--- src/rtl/kcl_pkg.sv ---
package kcl_pkg;

   localparam int NumLockRegs = 6;
   localparam logic [5:0] FirstLockSeconds = 6'd29;
   localparam logic [5:0] LastSecond = 6'd59;

   typedef enum logic [1:0] {
      CMD_KEY     = 2'd0,
      CMD_TIMEOUT = 2'd1,
      CMD_TICK    = 2'd2
   } cmd_type;

   typedef enum logic [2:0] {
      STATUS_IDLE     = 3'd0,
      STATUS_DIGIT    = 3'd1,
      STATUS_MATCH    = 3'd2,
      STATUS_MISMATCH = 3'd3,
      STATUS_REJECT   = 3'd4
   } status_type;

   typedef enum logic [2:0] {
      CSR_STORED_CODE = 3'd0,
      CSR_EMPTY_KEY   = 3'd1,
      CSR_LOCK_FIRST  = 3'd2,
      CSR_LOCK_SECOND = 3'd3,
      CSR_LOCK_THIRD  = 3'd4,
      CSR_LOCK_FOURTH = 3'd5,
      CSR_LOCK_FIFTH  = 3'd6,
      CSR_LOCK_LAST   = 3'd7
   } csr_index_type;

   typedef struct packed {
      logic [63:0]                  stored_code;
      logic [7:0]                   empty_key;
      logic [NumLockRegs-1:0][7:0]  lock_minutes;
   } cfg_type;

   typedef struct packed {
      status_type  status;
      logic        locked;
      logic [7:0]  minutes_left;
      logic [5:0]  seconds_left;
      logic [7:0]  wrong_attempts;
      logic [3:0]  digits_entered;
      logic        code_present;
   } rsp_type;

endpackage

--- src/rtl/keypad_code_lock_lockout.sv ---
// Keypad code lock with wrong-attempt lockout. Every request beat (a key digit,
// an entry timeout or a one-second tick) yields exactly one response beat that
// reports the status of that event and the lock state after it. A beat passes
// an input register, one pass of update logic and a response register, and a
// new request is taken in every cycle while the response side keeps up. The
// response register lets a request enter while an earlier response still waits;
// the request side stalls only when both stages are full. Configuration is
// written through the csr_ port while no beat is in flight, a rule for the user
// that the block does not enforce; there is no clearing pass after reset.
module keypad_code_lock_lockout #(
   parameter int CODE_LENGTH = 8,
   parameter int LOCK_STEPS  = 6,
   parameter int FREE_TRIES  = 3
) (
   input  logic        clock,
   input  logic        reset,
   input  logic        req_valid,
   output logic        req_stall,
   input  logic [1:0]  req_cmd,
   input  logic [7:0]  req_key_code,
   output logic        rsp_valid,
   input  logic        rsp_stall,
   output logic [2:0]  rsp_status,
   output logic        rsp_locked,
   output logic [7:0]  rsp_minutes_left,
   output logic [5:0]  rsp_seconds_left,
   output logic [7:0]  rsp_wrong_attempts,
   output logic [3:0]  rsp_digits_entered,
   output logic        rsp_code_present,
   input  logic        csr_write,
   input  logic [2:0]  csr_index,
   input  logic [63:0] csr_data
);

   kcl_pkg::cfg_type cfg;
   kcl_pkg::rsp_type result;
   kcl_pkg::rsp_type rsp_ff;
   logic code_present;

   logic       in_valid_ff, in_valid_in;
   logic [1:0] in_cmd_ff;
   logic [7:0] in_key_ff;
   logic       rsp_valid_ff, rsp_valid_in;
   logic       out_free;
   logic       advance;
   logic       req_accept;

   assign out_free   = !rsp_valid_ff || !rsp_stall;
   assign advance    = in_valid_ff && out_free;
   assign req_stall  = in_valid_ff && !out_free;
   assign req_accept = req_valid && !req_stall;

   always_comb begin
      in_valid_in = in_valid_ff;
      if (req_accept) begin
         in_valid_in = 1'b1;
      end else if (advance) begin
         in_valid_in = 1'b0;
      end
   end

   always_comb begin
      rsp_valid_in = rsp_valid_ff;
      if (advance) begin
         rsp_valid_in = 1'b1;
      end else if (!rsp_stall) begin
         rsp_valid_in = 1'b0;
      end
   end

   always_ff @(posedge clock) begin
      if (reset) begin
         in_valid_ff  <= 1'b0;
         rsp_valid_ff <= 1'b0;
      end else begin
         in_valid_ff  <= in_valid_in;
         rsp_valid_ff <= rsp_valid_in;
      end
   end

   always_ff @(posedge clock) begin
      if (req_accept) begin
         in_cmd_ff <= req_cmd;
         in_key_ff <= req_key_code;
      end
      if (advance) begin
         rsp_ff <= result;
      end
   end

   kcl_csr #(
      .CODE_LENGTH (CODE_LENGTH)
   ) u_csr (
      .clock        (clock),
      .reset        (reset),
      .csr_write    (csr_write),
      .csr_index    (csr_index),
      .csr_data     (csr_data),
      .cfg          (cfg),
      .code_present (code_present)
   );

   kcl_core #(
      .CODE_LENGTH (CODE_LENGTH),
      .LOCK_STEPS  (LOCK_STEPS),
      .FREE_TRIES  (FREE_TRIES)
   ) u_core (
      .clock        (clock),
      .reset        (reset),
      .advance      (advance),
      .cmd          (in_cmd_ff),
      .key_code     (in_key_ff),
      .cfg          (cfg),
      .code_present (code_present),
      .result       (result)
   );

   assign rsp_valid          = rsp_valid_ff;
   assign rsp_status         = rsp_ff.status;
   assign rsp_locked         = rsp_ff.locked;
   assign rsp_minutes_left   = rsp_ff.minutes_left;
   assign rsp_seconds_left   = rsp_ff.seconds_left;
   assign rsp_wrong_attempts = rsp_ff.wrong_attempts;
   assign rsp_digits_entered = rsp_ff.digits_entered;
   assign rsp_code_present   = rsp_ff.code_present;

endmodule

--- src/rtl/kcl_csr.sv ---
module kcl_csr #(
   parameter int CODE_LENGTH = 8
) (
   input  logic                clock,
   input  logic                reset,
   input  logic                csr_write,
   input  logic [2:0]          csr_index,
   input  logic [63:0]         csr_data,
   output kcl_pkg::cfg_type    cfg,
   output logic                code_present
);

   kcl_pkg::cfg_type cfg_ff;

   always_ff @(posedge clock) begin
      if (reset) begin
         cfg_ff.stored_code     <= '1;
         cfg_ff.empty_key       <= 8'd255;
         cfg_ff.lock_minutes[0] <= 8'd0;
         cfg_ff.lock_minutes[1] <= 8'd1;
         cfg_ff.lock_minutes[2] <= 8'd5;
         cfg_ff.lock_minutes[3] <= 8'd15;
         cfg_ff.lock_minutes[4] <= 8'd30;
         cfg_ff.lock_minutes[5] <= 8'd60;
      end else if (csr_write) begin
         unique case (kcl_pkg::csr_index_type'(csr_index))
            kcl_pkg::CSR_STORED_CODE: cfg_ff.stored_code     <= csr_data;
            kcl_pkg::CSR_EMPTY_KEY:   cfg_ff.empty_key       <= csr_data[7:0];
            kcl_pkg::CSR_LOCK_FIRST:  cfg_ff.lock_minutes[0] <= csr_data[7:0];
            kcl_pkg::CSR_LOCK_SECOND: cfg_ff.lock_minutes[1] <= csr_data[7:0];
            kcl_pkg::CSR_LOCK_THIRD:  cfg_ff.lock_minutes[2] <= csr_data[7:0];
            kcl_pkg::CSR_LOCK_FOURTH: cfg_ff.lock_minutes[3] <= csr_data[7:0];
            kcl_pkg::CSR_LOCK_FIFTH:  cfg_ff.lock_minutes[4] <= csr_data[7:0];
            kcl_pkg::CSR_LOCK_LAST:   cfg_ff.lock_minutes[5] <= csr_data[7:0];
            default: ;
         endcase
      end
   end

   // A code counts as stored only if none of its used digits is the empty marker.
   always_comb begin
      code_present = 1'b1;
      for (int i = 0; i < CODE_LENGTH; i++) begin
         if (cfg_ff.stored_code[8*i +: 8] == cfg_ff.empty_key) begin
            code_present = 1'b0;
         end
      end
   end

   assign cfg = cfg_ff;

endmodule

--- src/rtl/kcl_core.sv ---
module kcl_core #(
   parameter int CODE_LENGTH = 8,
   parameter int LOCK_STEPS  = 6,
   parameter int FREE_TRIES  = 3
) (
   input  logic                clock,
   input  logic                reset,
   input  logic                advance,
   input  logic [1:0]          cmd,
   input  logic [7:0]          key_code,
   input  kcl_pkg::cfg_type    cfg,
   input  logic                code_present,
   output kcl_pkg::rsp_type    result
);

   logic [7:0] digits_ff [CODE_LENGTH];
   logic [7:0] digits_in [CODE_LENGTH];
   logic [3:0] count_ff, count_in;
   logic [7:0] attempts_ff, attempts_in;
   logic       lock_ff, lock_in;
   logic [7:0] minutes_ff, minutes_in;
   logic [5:0] seconds_ff, seconds_in;

   kcl_pkg::status_type status;
   logic       take_digit;
   logic       full_entry;
   logic       match;
   logic [7:0] attempts_inc;
   logic [7:0] step_idx;

   assign full_entry = (count_ff == 4'(CODE_LENGTH - 1));
   assign attempts_inc = (attempts_ff != 8'hFF) ? attempts_ff + 8'd1 : attempts_ff;

   // The incoming key is the last digit, so the compare uses it directly.
   always_comb begin
      match = (key_code == cfg.stored_code[8*(CODE_LENGTH-1) +: 8]);
      for (int i = 0; i < CODE_LENGTH - 1; i++) begin
         if (digits_ff[i] != cfg.stored_code[8*i +: 8]) begin
            match = 1'b0;
         end
      end
   end

   always_comb begin
      step_idx = attempts_inc - 8'(FREE_TRIES);
      if (step_idx > 8'(LOCK_STEPS - 1)) begin
         step_idx = 8'(LOCK_STEPS - 1);
      end
   end

   always_comb begin
      status      = kcl_pkg::STATUS_IDLE;
      take_digit  = 1'b0;
      count_in    = count_ff;
      attempts_in = attempts_ff;
      lock_in     = lock_ff;
      minutes_in  = minutes_ff;
      seconds_in  = seconds_ff;
      unique case (kcl_pkg::cmd_type'(cmd))
         kcl_pkg::CMD_KEY: begin
            if (lock_ff) begin
               status = kcl_pkg::STATUS_REJECT;
            end else if (!full_entry) begin
               take_digit = 1'b1;
               count_in   = count_ff + 4'd1;
               status     = kcl_pkg::STATUS_DIGIT;
            end else begin
               take_digit = 1'b1;
               count_in   = 4'd0;
               if (match) begin
                  attempts_in = 8'd0;
                  status      = kcl_pkg::STATUS_MATCH;
               end else begin
                  attempts_in = attempts_inc;
                  status      = kcl_pkg::STATUS_MISMATCH;
                  if (attempts_inc >= 8'(FREE_TRIES)) begin
                     lock_in    = 1'b1;
                     minutes_in = cfg.lock_minutes[step_idx[2:0]];
                     seconds_in = (attempts_inc == 8'(FREE_TRIES)) ?
                                  kcl_pkg::FirstLockSeconds : 6'd0;
                  end
               end
            end
         end
         kcl_pkg::CMD_TIMEOUT: begin
            count_in = 4'd0;
         end
         kcl_pkg::CMD_TICK: begin
            if (lock_ff) begin
               if (seconds_ff != 6'd0) begin
                  seconds_in = seconds_ff - 6'd1;
               end else if (minutes_ff != 8'd0) begin
                  minutes_in = minutes_ff - 8'd1;
                  seconds_in = kcl_pkg::LastSecond;
               end else begin
                  lock_in = 1'b0;
               end
            end
         end
         default: ;
      endcase
   end

   for (genvar g = 0; g < CODE_LENGTH; g++) begin : g_digit
      assign digits_in[g] = (take_digit && count_ff == 4'(g)) ? key_code : digits_ff[g];

      always_ff @(posedge clock) begin
         if (advance) begin
            digits_ff[g] <= digits_in[g];
         end
      end
   end

   always_ff @(posedge clock) begin
      if (reset) begin
         count_ff    <= 4'd0;
         attempts_ff <= 8'd0;
         lock_ff     <= 1'b0;
         minutes_ff  <= 8'd0;
         seconds_ff  <= 6'd0;
      end else if (advance) begin
         count_ff    <= count_in;
         attempts_ff <= attempts_in;
         lock_ff     <= lock_in;
         minutes_ff  <= minutes_in;
         seconds_ff  <= seconds_in;
      end
   end

   assign result.status         = status;
   assign result.locked         = lock_in;
   assign result.minutes_left   = minutes_in;
   assign result.seconds_left   = seconds_in;
   assign result.wrong_attempts = attempts_in;
   assign result.digits_entered = count_in;
   assign result.code_present   = code_present;

endmodule

--- config.mk ---
export PLATFORM = sky130hd
export DESIGN_NAME = keypad_code_lock_lockout
export DESIGN_NICKNAME = d
export VERILOG_FILES = /design/src/rtl/kcl_pkg.sv /design/src/rtl/keypad_code_lock_lockout.sv /design/src/rtl/kcl_csr.sv /design/src/rtl/kcl_core.sv
export SDC_FILE = /design/constraint.sdc
export NUM_CORES = 1
export LEC_CHECK = 0
export BUFFER_PORTS_ARGS = -buffer_cell sky130_fd_sc_hd__clkbuf_2
export CELL_PAD_IN_SITES_DETAIL_PLACEMENT = 1
export CELL_PAD_IN_SITES_GLOBAL_PLACEMENT = 1
export CORE_UTILIZATION = 47
export DETAILED_ROUTE_END_ITERATION = 8
export PLACE_DENSITY_LB_ADDON = 0.1
export SYNTH_ARGS = -nofsm -noshare
export SYNTH_HDL_FRONTEND = slang
export SYNTH_HIERARCHICAL = 1
export SYNTH_SLANG_ARGS = --single-unit
export TNS_END_PERCENT = 100
--- constraint.sdc ---
create_clock -name clock -period 6.9 [get_ports clock]
set_input_delay 1.38 -clock clock [delete_from_list [all_inputs] [get_ports clock]]
set_output_delay 1.38 -clock clock [all_outputs]
set_load 0.01 [all_outputs]
Yosys cells after proc, flatten, opt, wreduce, memory -nomap -nowiden
Memory sizes are Yosys's and may differ from the RTL's.
Cells that the tools add are included.

operators by class
  $add $sub $neg = 5
  $lt $le $gt $ge = 3
  eq/ne operators = 36
  multiplexer cells = 63
  bitwise operators = 2
  reduce and logical (&&, ||, !) cells = 34

operators with widths
  kind                                                               count
  two-way mux 8 bit                                                  21
  == test 8 bit                                                      9
  inequality test 8 bit                                              7
  two-way mux 6 bit                                                  7
  binary-select mux 8 bit (select 3 bit)                             1
  two-way mux 1 bit                                                  24
  AND reduction 2 bit                                                9
  == test 4 x 3 -> 1 bit, second input constant                      4
  one-hot mux 8 bit (2 select lines)                                 1
  == test 3 bit, second input constant                               4
  one-hot mux 6 bit (2 select lines)                                 1
  logical AND 1 bit                                                  11
  two-way mux 3 bit                                                  3
  adder 8 x 1 -> 8 bit, second input constant                        1
  == test 4 x 2 -> 1 bit, second input constant                      2
  == test 8 x 2 -> 1 bit, second input constant                      1
  greater-or-equal comparator 8 x 2 -> 1 bit, second input constant  1
  greater-than comparator 8 x 3 -> 1 bit, second input constant      1
  two-way mux 4 bit                                                  2
  inequality test 8 bit, second input constant                       1
  one-hot mux 4 bit (2 select lines)                                 1
  nonzero test 8 bit                                                 1
  subtractor 8 x 1 -> 8 bit, second input constant                   1
  subtractor 8 x 2 -> 8 bit, second input constant                   1
  other kinds (23)                                                   28

word-level totals
  register bits after elaboration = 190
  RAM bits = 64
  input bits = 82
  output and inout port bits = 33
  word-level logic and storage cells = 170
  memories = 1

memory list
  memory            words  bits a word  read ports  clocked after Yosys merged registers in  write ports  RTL line        text
  u_core.digits_ff  8      8            7           0                                        8            kcl_core.sv:16  logic [7:0] digits_ff [CODE_LENGTH];

Depth between registers and ports, before layout
Gate-level depths: netlist of the first run.
An unclocked memory read counts as a cell.

  depth after elaboration = 13
  depth in mapped cells = 17
  depth with buffers taken out = 14

By module
The synthesis of the first run kept the hierarchy.

modules (own cells, without submodules)
  module                    instances  cells an instance  area an instance (sq um)  sequential area each (sq um)
  kcl_core                  1          576                5536.6                    2222.1
  kcl_csr                   1          612                5222.5                    2402.3
  keypad_code_lock_lockout  1          51                 1317.5                    1271.2

Worst setup path after synthesis of the first run
No wires, ideal clock.

  kind = input-to-reg
  from = in rsp_stall
  to = mem u_core.digits_ff[4][0] (enable)
  setup time = 0.371 ns
  arrival = 5.000 ns
  data required time = 6.529 ns
  path slack = 1.530 ns
  stages on the path = 5
  path buffers = 2
  cell sequence = a21boi_0 clkbuf_1 buf_1 nand4b_1 nor2_1

RTL lines
  item                RTL line                        text
  start: declaration  keypad_code_lock_lockout.sv:22  input logic rsp_stall,
  end: declaration    kcl_core.sv:16

==> results.cfg, run 1 <==
[clock_network]
cts-htree-levels = 1
cts_repair_resize_count = 0
clk_pin_slew_worst_paths_ns = 0.06
clock_sinks = 246
ctsHoldBuffers = 0
post_cts_buffers = 0
cts_tree = built
clk_latency_ns = 0.56
cts.path.max_buffers = 3
numCtsBuffers = 28
clockRootBuffer = clkbuf_16

[sta]
tns_ns = 0
rsz0062_at_grt = no
slew_violations = 0
fin_crit_ns = 4.913
worst_pin_slew_ns = 1.054
hold_viol_final = 0
max_clock_freq_ghz = 0.2035
maxSlewHeadroom_pct = 29.76
fin_crit_sh_pct = 71.20
setup_violations = 0
fin_skew_ns = 0.01939

[floorplanning]
die_y_um = 162.3
die_x_um = 162.3
core_um2 = 25180
initial_core_util_pct = 47.96
row_count = 58
pin_count = 115
dieArea_um2 = 26340

[setup_path]
path_cells = ha_1 -> and4_1 -> nand2b_1 -> xnor2_2 -> inv_1 -> ha_1 -> or4b_4 -> nand3_4 -> o21ai_4 -> nor3_4 -> mux2_4 -> o2111a_1 -> a2111o_1
r2r_cells = 13
worstSetupPathType = register to register
crit_family = simple AND/OR/NAND/NOR gates
endpoint_kind = register
critPathMaxStageDelay_ns = 0.57
worstSetupStartpointType = register
crit_slowest_cell = or4b_4
crit_path_frequent_cell = ha_1
cp_num_cells = 13
path_buf_inv = 1
path_max_fanout = 14
critPathRequiredTime_ns = 7.20
arrival_ns = 5.21

[routing]
drc = 0
drt_pre_antenna_iters = 5
wire_per_inst_um = 21.41
ant_nets = 0
wl_um = 35600
initialDrtViolationCount = 648
vias_per_cell = 5.668
num_vias = 9426

[power_and_ir_drop]
total_power_mw = 3.356
power_density_nw_per_um2 = 246.1
ir_drop_mv = 0.1927
p_leak_nw = 5.118

[placement]
dp.cells = 1611
portBuffers = 114
post-dp-hpwl_um = 24990
globalplace.congestion = 0.8676

[synthesis]
synth_warnings = 6
ys_seq_elements = 246
syn_nets = 1331
async_flop_share_pct = 0
synthesis.area_um2 = 12080
synth-edff-count = 97
ys_seq_area_share_pct = 48.82
ys_types = 87
synth.avg_cell_area_um2 = 9.747
yosys_most_used_dff = dfxtp_1
synthCells = 1239

[global_route]
grt_max_degree = 118
grt_overflow = 0
antenna_found_initial = 0
grt.total_usage_pct = 27.12
grt_pass1_wl_um = 55070
first_global_vias = 9695

[finish]
final_cells = 1663
drive_above_1_share_pct = 14.85
synthToLayoutAreaGrowth_pct = 12.94
final.fill_count = 2868
multi_input_area_um2 = 5725
num_antenna_cells = 0
regArea_um2 = 5896
final_nets = 1403

[hold_path]
hp-class = register to register
hold_path_depth = 2

[run_status]
outcome = finished, final reports clean

[flow_run]
maxCapViolations = 0
## path summary, 6_finish.rpt
kind	startpoint	to	slack, ns
worst max-delay path	u_core/attempts_ff[0]$_SDFFE_PP0P_	rsp_minutes_left[0]$_DFFE_PP_	1.99
worst min-delay path	u_csr/cfg[6]$_SDFFE_PP0P_	u_csr/cfg[6]$_SDFFE_PP0P_	0.46
worst max register to register	u_core/attempts_ff[0]$_SDFFE_PP0P_	rsp_minutes_left[0]$_DFFE_PP_	1.99
worst min register to register	u_csr/cfg[6]$_SDFFE_PP0P_	u_csr/cfg[6]$_SDFFE_PP0P_	0.46
## where the power goes
group	internal, mW	switching, mW	leakage [nW]
Clock	0.856	0.611	0.445
Combinational	0.111	0.165	2.56
Sequential	1.55	0.0603	2.11
## placed cells by master, fill, tap and decap left out, drive strengths merged, types with 6 or more instances in the layout
cell type	count
nand2	233
clkbuf	155
dfxtp	149
edfxtp	97
xor2	97
nand3b	71
nor2	70
a21oi	51
xnor2	37
nor4	32
o21ai	29
mux2i	27
inv	26
nor2b	25
nor3	25
nand4	19
a211o	18
nand3	16
o31ai	11
a211oi	10
ha	10
a31oi	9
or3	8
o21a	7
clkinv	7
nand2b	7
buf	6
## tightest hold or removal path: stages, from the launching register on
cell	delay (ns)
dfxtp_1	0.31
nand2_1	0.06
a21oi_1	0.05
## synth_stat cells (7+ instances only)
cell / instances / area (um^2)
o21ai_0: 19 / 95.09
clkbuf_1: 34 / 127.6
edfxtp_1: 97 / 2913
o21a_1: 7 / 52.55
o21ai_1: 8 / 40.04
a21oi_1: 50 / 250.2
buf_4: 18 / 135.1
a211oi_1: 10 / 75.07
buf_2: 19 / 95.09
nor3_1: 22 / 110.1
nor2_1: 66 / 247.7
inv_1: 24 / 90.09
o31ai_1: 11 / 82.58
ha_1: 10 / 125.1
nor2b_1: 25 / 156.4
a31oi_1: 9 / 56.30
nand3b_1: 71 / 533.0
nand3_1: 13 / 65.06
xor2_1: 97 / 849.6
or3_1: 7 / 43.79
nand2_1: 233 / 874.6
nand4_1: 19 / 118.9
dfxtp_1: 149 / 2983
xnor2_1: 36 / 315.3
a211o_1: 18 / 157.7
mux2i_1: 26 / 260.3
nor4_1: 30 / 187.7
## metrics by stage
step	utilization (%)	cell area, um^2	hold slack (ns)	setup slack (ns)
after floorplan	-	12080	0.4322	1.530
after CTS	54.16	13640	0.4669	1.989
after global routing	54.16	13640	0.4773	1.742
after global placement	50.57	12730	0.4488	2.150
final	54.16	13640	0.4631	1.987
after detailed placement	50.57	12730	0.4581	2.010
## routing by layer
metal / routed length [um] / global-route usage [%]
met5: 0 / 0
met3: 1170 / 3.141
met2: 18710 / 50.56
met4: 1203 / 9.563
met1: 14510 / 31.79
## flip-flops by register name (all words and copies together) (netlist names)
| name | cells |
|---|---|
| in_key_ff | 8 |
| u_core/seconds_ff | 6 |
| u_core/attempts_ff | 8 |
| rsp_code_present | 1 |
| in_cmd_ff | 2 |
| u_csr/cfg | 120 |
| rsp_minutes_left | 8 |
| u_core/lock_ff | 1 |
| rsp_digits_entered | 4 |
| rsp_locked | 1 |
| u_core/minutes_ff | 8 |
| u_core/count_ff | 4 |
| rsp_status | 3 |
| rsp_wrong_attempts | 8 |
| rsp_seconds_left | 6 |
| rsp_valid | 1 |
| in_valid_ff | 1 |
| u_core/digits_ff | 56 |
## final cells by class
cell class,count,share of cell area (%)
sequential,246,43.23
multi-input combinational,892,41.98
clock buffer,42,5.981
timing repair buffer,119,4.477
tap,330,3.027
inverter,24,0.6605
clock inverter,10,0.6513
## cells by family after synthesis
group                    share of synthesized area [%]
AND/OR/NAND/NOR                                  22.46
flip-flops                                       48.82
AO/OA/AOI/OAI                                    11.27
XOR/XNOR                                         9.780
buffers and inverters                            3.958
multiplexers                                     2.673
adder cells (fa/ha/maj)                          1.036
(Power assumes the default switching activity.)
==> run 2: changes to the inputs <==
--- a/config.mk
+++ b/config.mk
@@ -5,10 +5,11 @@
 export SDC_FILE = /design/constraint.sdc
 export NUM_CORES = 1
 export LEC_CHECK = 0
+export ABC_AREA = 1
 export BUFFER_PORTS_ARGS = -buffer_cell sky130_fd_sc_hd__clkbuf_2
 export CELL_PAD_IN_SITES_DETAIL_PLACEMENT = 1
 export CELL_PAD_IN_SITES_GLOBAL_PLACEMENT = 1
-export CORE_UTILIZATION = 47
+export CORE_UTILIZATION = 45
 export DETAILED_ROUTE_END_ITERATION = 8
 export PLACE_DENSITY_LB_ADDON = 0.1
 export SYNTH_ARGS = -nofsm -noshare
==> constraint.sdc (replaced) <==
create_clock -name clock -period 5 [get_ports clock]
set_input_delay 1 -clock clock [delete_from_list [all_inputs] [get_ports clock]]
set_output_delay 1 -clock clock [all_outputs]
set_load 0.01 [all_outputs]
==> results.cfg, run 2 <==
[setup_path]
crit_family = simple AND/OR/NAND/NOR gates
path_buf_inv = 2
endpoint_kind = register
worstSetupPathType = register to register
path_cells = ha_1 -> nand2_2 -> nor2_4 -> nand3_1 -> nand2_1 -> buf_4 -> ha_1 -> nand3_1 -> nand3_2 -> nand3_4 -> nor2_8 -> nand3_4 -> nand2_1 -> nand3_1 -> nand2_1 -> inv_1 -> nand2_1 -> nand2_1 -> nand2_1 -> nand2_1
crit_path_frequent_cell = nand2_1
crit_path_end = rsp_minutes_left[7]$_DFFE_PP_
r2r-end = rsp_minutes_left[7]$_DFFE_PP_
cp_num_cells = 20
critPathMaxStageDelay_ns = 0.41
worstSetupStartpointType = register
startpoint = u_core/attempts_ff[1]$_SDFFE_PP0P_
r2r_cells = 20
arrival_ns = 3.95
path_max_fanout = 30
critPathRequiredTime_ns = 5.28
rrSetupSlack_ns = 1.33
crit_slowest_cell = dfxtp_1
r2r_start = u_core/attempts_ff[1]$_SDFFE_PP0P_

[finish]
largest_register_ffs = 120
final_nets = 1739
layout.cells.most_common = nand2_1
stdcell_area_um2 = 13930
final_cell_mix = 446 x nand2_1, 174 x inv_1, 159 x nor2_1
drive_above_1_share_pct = 12.82
synthToLayoutAreaGrowth_pct = 12.68

[routing]
wire_per_inst_um = 19.05
drt_pre_antenna_iters = 5
ant_nets = 0
wl_um = 38300
drc = 0
num_vias = 10750
initialDrtViolationCount = 529
vias_per_cell = 5.343

[synthesis]
synth_warnings = 6
synth-edff-count = 97
synthMuxAreaShare_pct = 0
synth-simple-area-share_pct = 27.95
ys_types = 44
synth_common_cells = 446 x nand2_1, 175 x inv_1, 159 x nor2_1, 149 x dfxtp_1, 97 x edfxtp_1
ys_seq_area_share_pct = 47.67
async_flop_share_pct = 0
syn_nets = 1654
synth_compound_area_share_pct = 9.419
synth.avg_cell_area_um2 = 7.917
yosysMostFrequentCell = nand2_1
synth_top_family_by_area = simple AND/OR/NAND/NOR gates
yosys.area_share.xor_xnor_pct = 5.170
synth.largest_area_cell = dfxtp_1
ys_seq_elements = 246
synthAdderAreaFrac_pct = 1.012
yosysTopAreaCellShare_pct = 24.12
synthCells = 1562
synthesis.area_um2 = 12370
synth_area_leaders = dfxtp_1 24%, edfxtp_1 24%, nand2_1 14%
yosys_most_used_dff = dfxtp_1

[power_and_ir_drop]
ir_drop_mv = 0.2403
p_leak_nw = 6.518
power_density_nw_per_um2 = 341.5

[clock_network]
post_cts_buffers = 0
cts.path.max_buffers = 3
clock_sinks = 246
clockRootBuffer = clkbuf_16
cts-htree-levels = 1
ctsHoldBuffers = 0
cts_tree = built
clk_latency_ns = 0.55
numCtsBuffers = 28
clk_pin_slew_worst_paths_ns = 0.06
cts_repair_resize_count = 0

[flow_run]
maxCapViolations = 0

[floorplanning]
initial_core_util_pct = 45.89
dieArea_um2 = 28150
core_um2 = 26950
die_y_um = 167.8
row_count = 60
die_x_um = 167.8
pin_count = 115

[global_route]
grt.total_usage_pct = 27.53
first_global_vias = 11340
busiest_layer = met2
grt_max_degree = 72
grtUsageMet1_pct = 32.48
antenna_found_initial = 1
grt_pass1_wl_um = 60550
grt_use_met2_pct = 50.67
grt_overflow = 0
met3_usage_pct = 2.985

[placement]
portBuffers = 114
post-dp-hpwl_um = 27400
pre_cts_ws_ns = 1.389
post_dp_cell_area_um2 = 13050
globalplace.congestion = 0.8728

[sta]
rsz0062_at_grt = no
slew_violations = 0
worst_pin_slew_ns = 1.196
tns_ns = 0
fin_skew_ns = 0.01932
setup_violations = 0
fin_crit_ns = 3.668
fin_crit_sh_pct = 73.36
fin_ws_ns = 1.332
hold_viol_final = 0
max_clock_freq_ghz = 0.2726
maxSlewHeadroom_pct = 19.94

[run_status]
outcome = finished, final reports clean

[hold_path]
hp-class = register to register
## run 2: cell types whose count changed after synthesis, moves of 53 or more
cell / delta
nand3_1: +81
o211ai_1: +54
nand2_1: +213
o21ai_0: +53
nor2_1: +93
xor2_1: -65
inv_1: +151
nand3b_1: -70
## run 2: worst reg2reg max path, cell delays in order, from the launching register on
cell	delay, ns
dfxtp_1	0.41
ha_1	0.30
nand2_2	0.11
nor2_4	0.15
nand3_1	0.10
nand2_1	0.07
buf_4	0.31
ha_1	0.32
nand3_1	0.15
nand3_2	0.13
nand3_4	0.09
nor2_8	0.32
nand3_4	0.32
nand2_1	0.15
nand3_1	0.08
nand2_1	0.08
inv_1	0.04
nand2_1	0.06
nand2_1	0.07
nand2_1	0.10
nand2_1	0.06
## run 2: cells by family after synthesis
kind of cell / count (synthesis)
buffers and inverters: 252
flip-flops: 246
XOR/XNOR: 73
adder cells (fa/ha/maj): 10
AND/OR/NAND/NOR: 789
AO/OA/AOI/OAI: 192
## run 2: per-layer routing
layer  vias up  wire length, um
met5         -                0
met4         0             1594
met3        82             1092
met2       206            19540
met1      5220            16070
li1       5237                -
## run 2: metrics by stage
step	power (mW)	hold slack, ns	cells	utilization [%]
2_1_floorplan	2.640	0.4289	1562	-
3_3_place_gp	2.799	0.4480	1958	48.42
3_5_place_dp	2.822	0.4577	1958	48.42
4_1_cts	4.801	0.4775	2010	51.69
5_1_grt	4.939	0.5050	2011	51.70
6_report	4.758	0.4704	2011	51.70
## run 2: where the power goes
part	total (mW)	switching, mW	internal, mW
clock network	1.97	0.829	1.15
registers	2.25	0.0845	2.16
logic	0.538	0.359	0.179
## run 2: layout make-up
| class | count | area [um^2] |
|---|---|---|
| Fill cell | 3366 | 13020 |
| Sequential cell | 246 | 5896 |
| Multi-Input combinational cell | 1064 | 5398 |
| Clock buffer | 41 | 790.8 |
| Inverter | 184 | 691.9 |
| Timing Repair Buffer | 123 | 638.1 |
| Tap cell | 341 | 426.7 |
| Clock inverter | 11 | 91.34 |
| Antenna cell | 1 | 2.502 |
## run 2: how the worst min path moves through the flow
stage          slack [ns]  cells after the start                          to                       start
4_1_cts              0.48                      2  u_csr/cfg[27]$_SDFFE_PP1P_  u_csr/cfg[27]$_SDFFE_PP1P_
3_3_place_gp         0.45                      2  u_csr/cfg[33]$_SDFFE_PP1P_  u_csr/cfg[33]$_SDFFE_PP1P_
2_1_floorplan        0.43                      2  u_csr/cfg[33]$_SDFFE_PP1P_  u_csr/cfg[33]$_SDFFE_PP1P_
5_1_grt              0.50                      2  u_csr/cfg[33]$_SDFFE_PP1P_  u_csr/cfg[33]$_SDFFE_PP1P_
3_5_place_dp         0.46                      2  u_csr/cfg[27]$_SDFFE_PP1P_  u_csr/cfg[27]$_SDFFE_PP1P_
6_report             0.47                      2  u_csr/cfg[33]$_SDFFE_PP1P_  u_csr/cfg[33]$_SDFFE_PP1P_
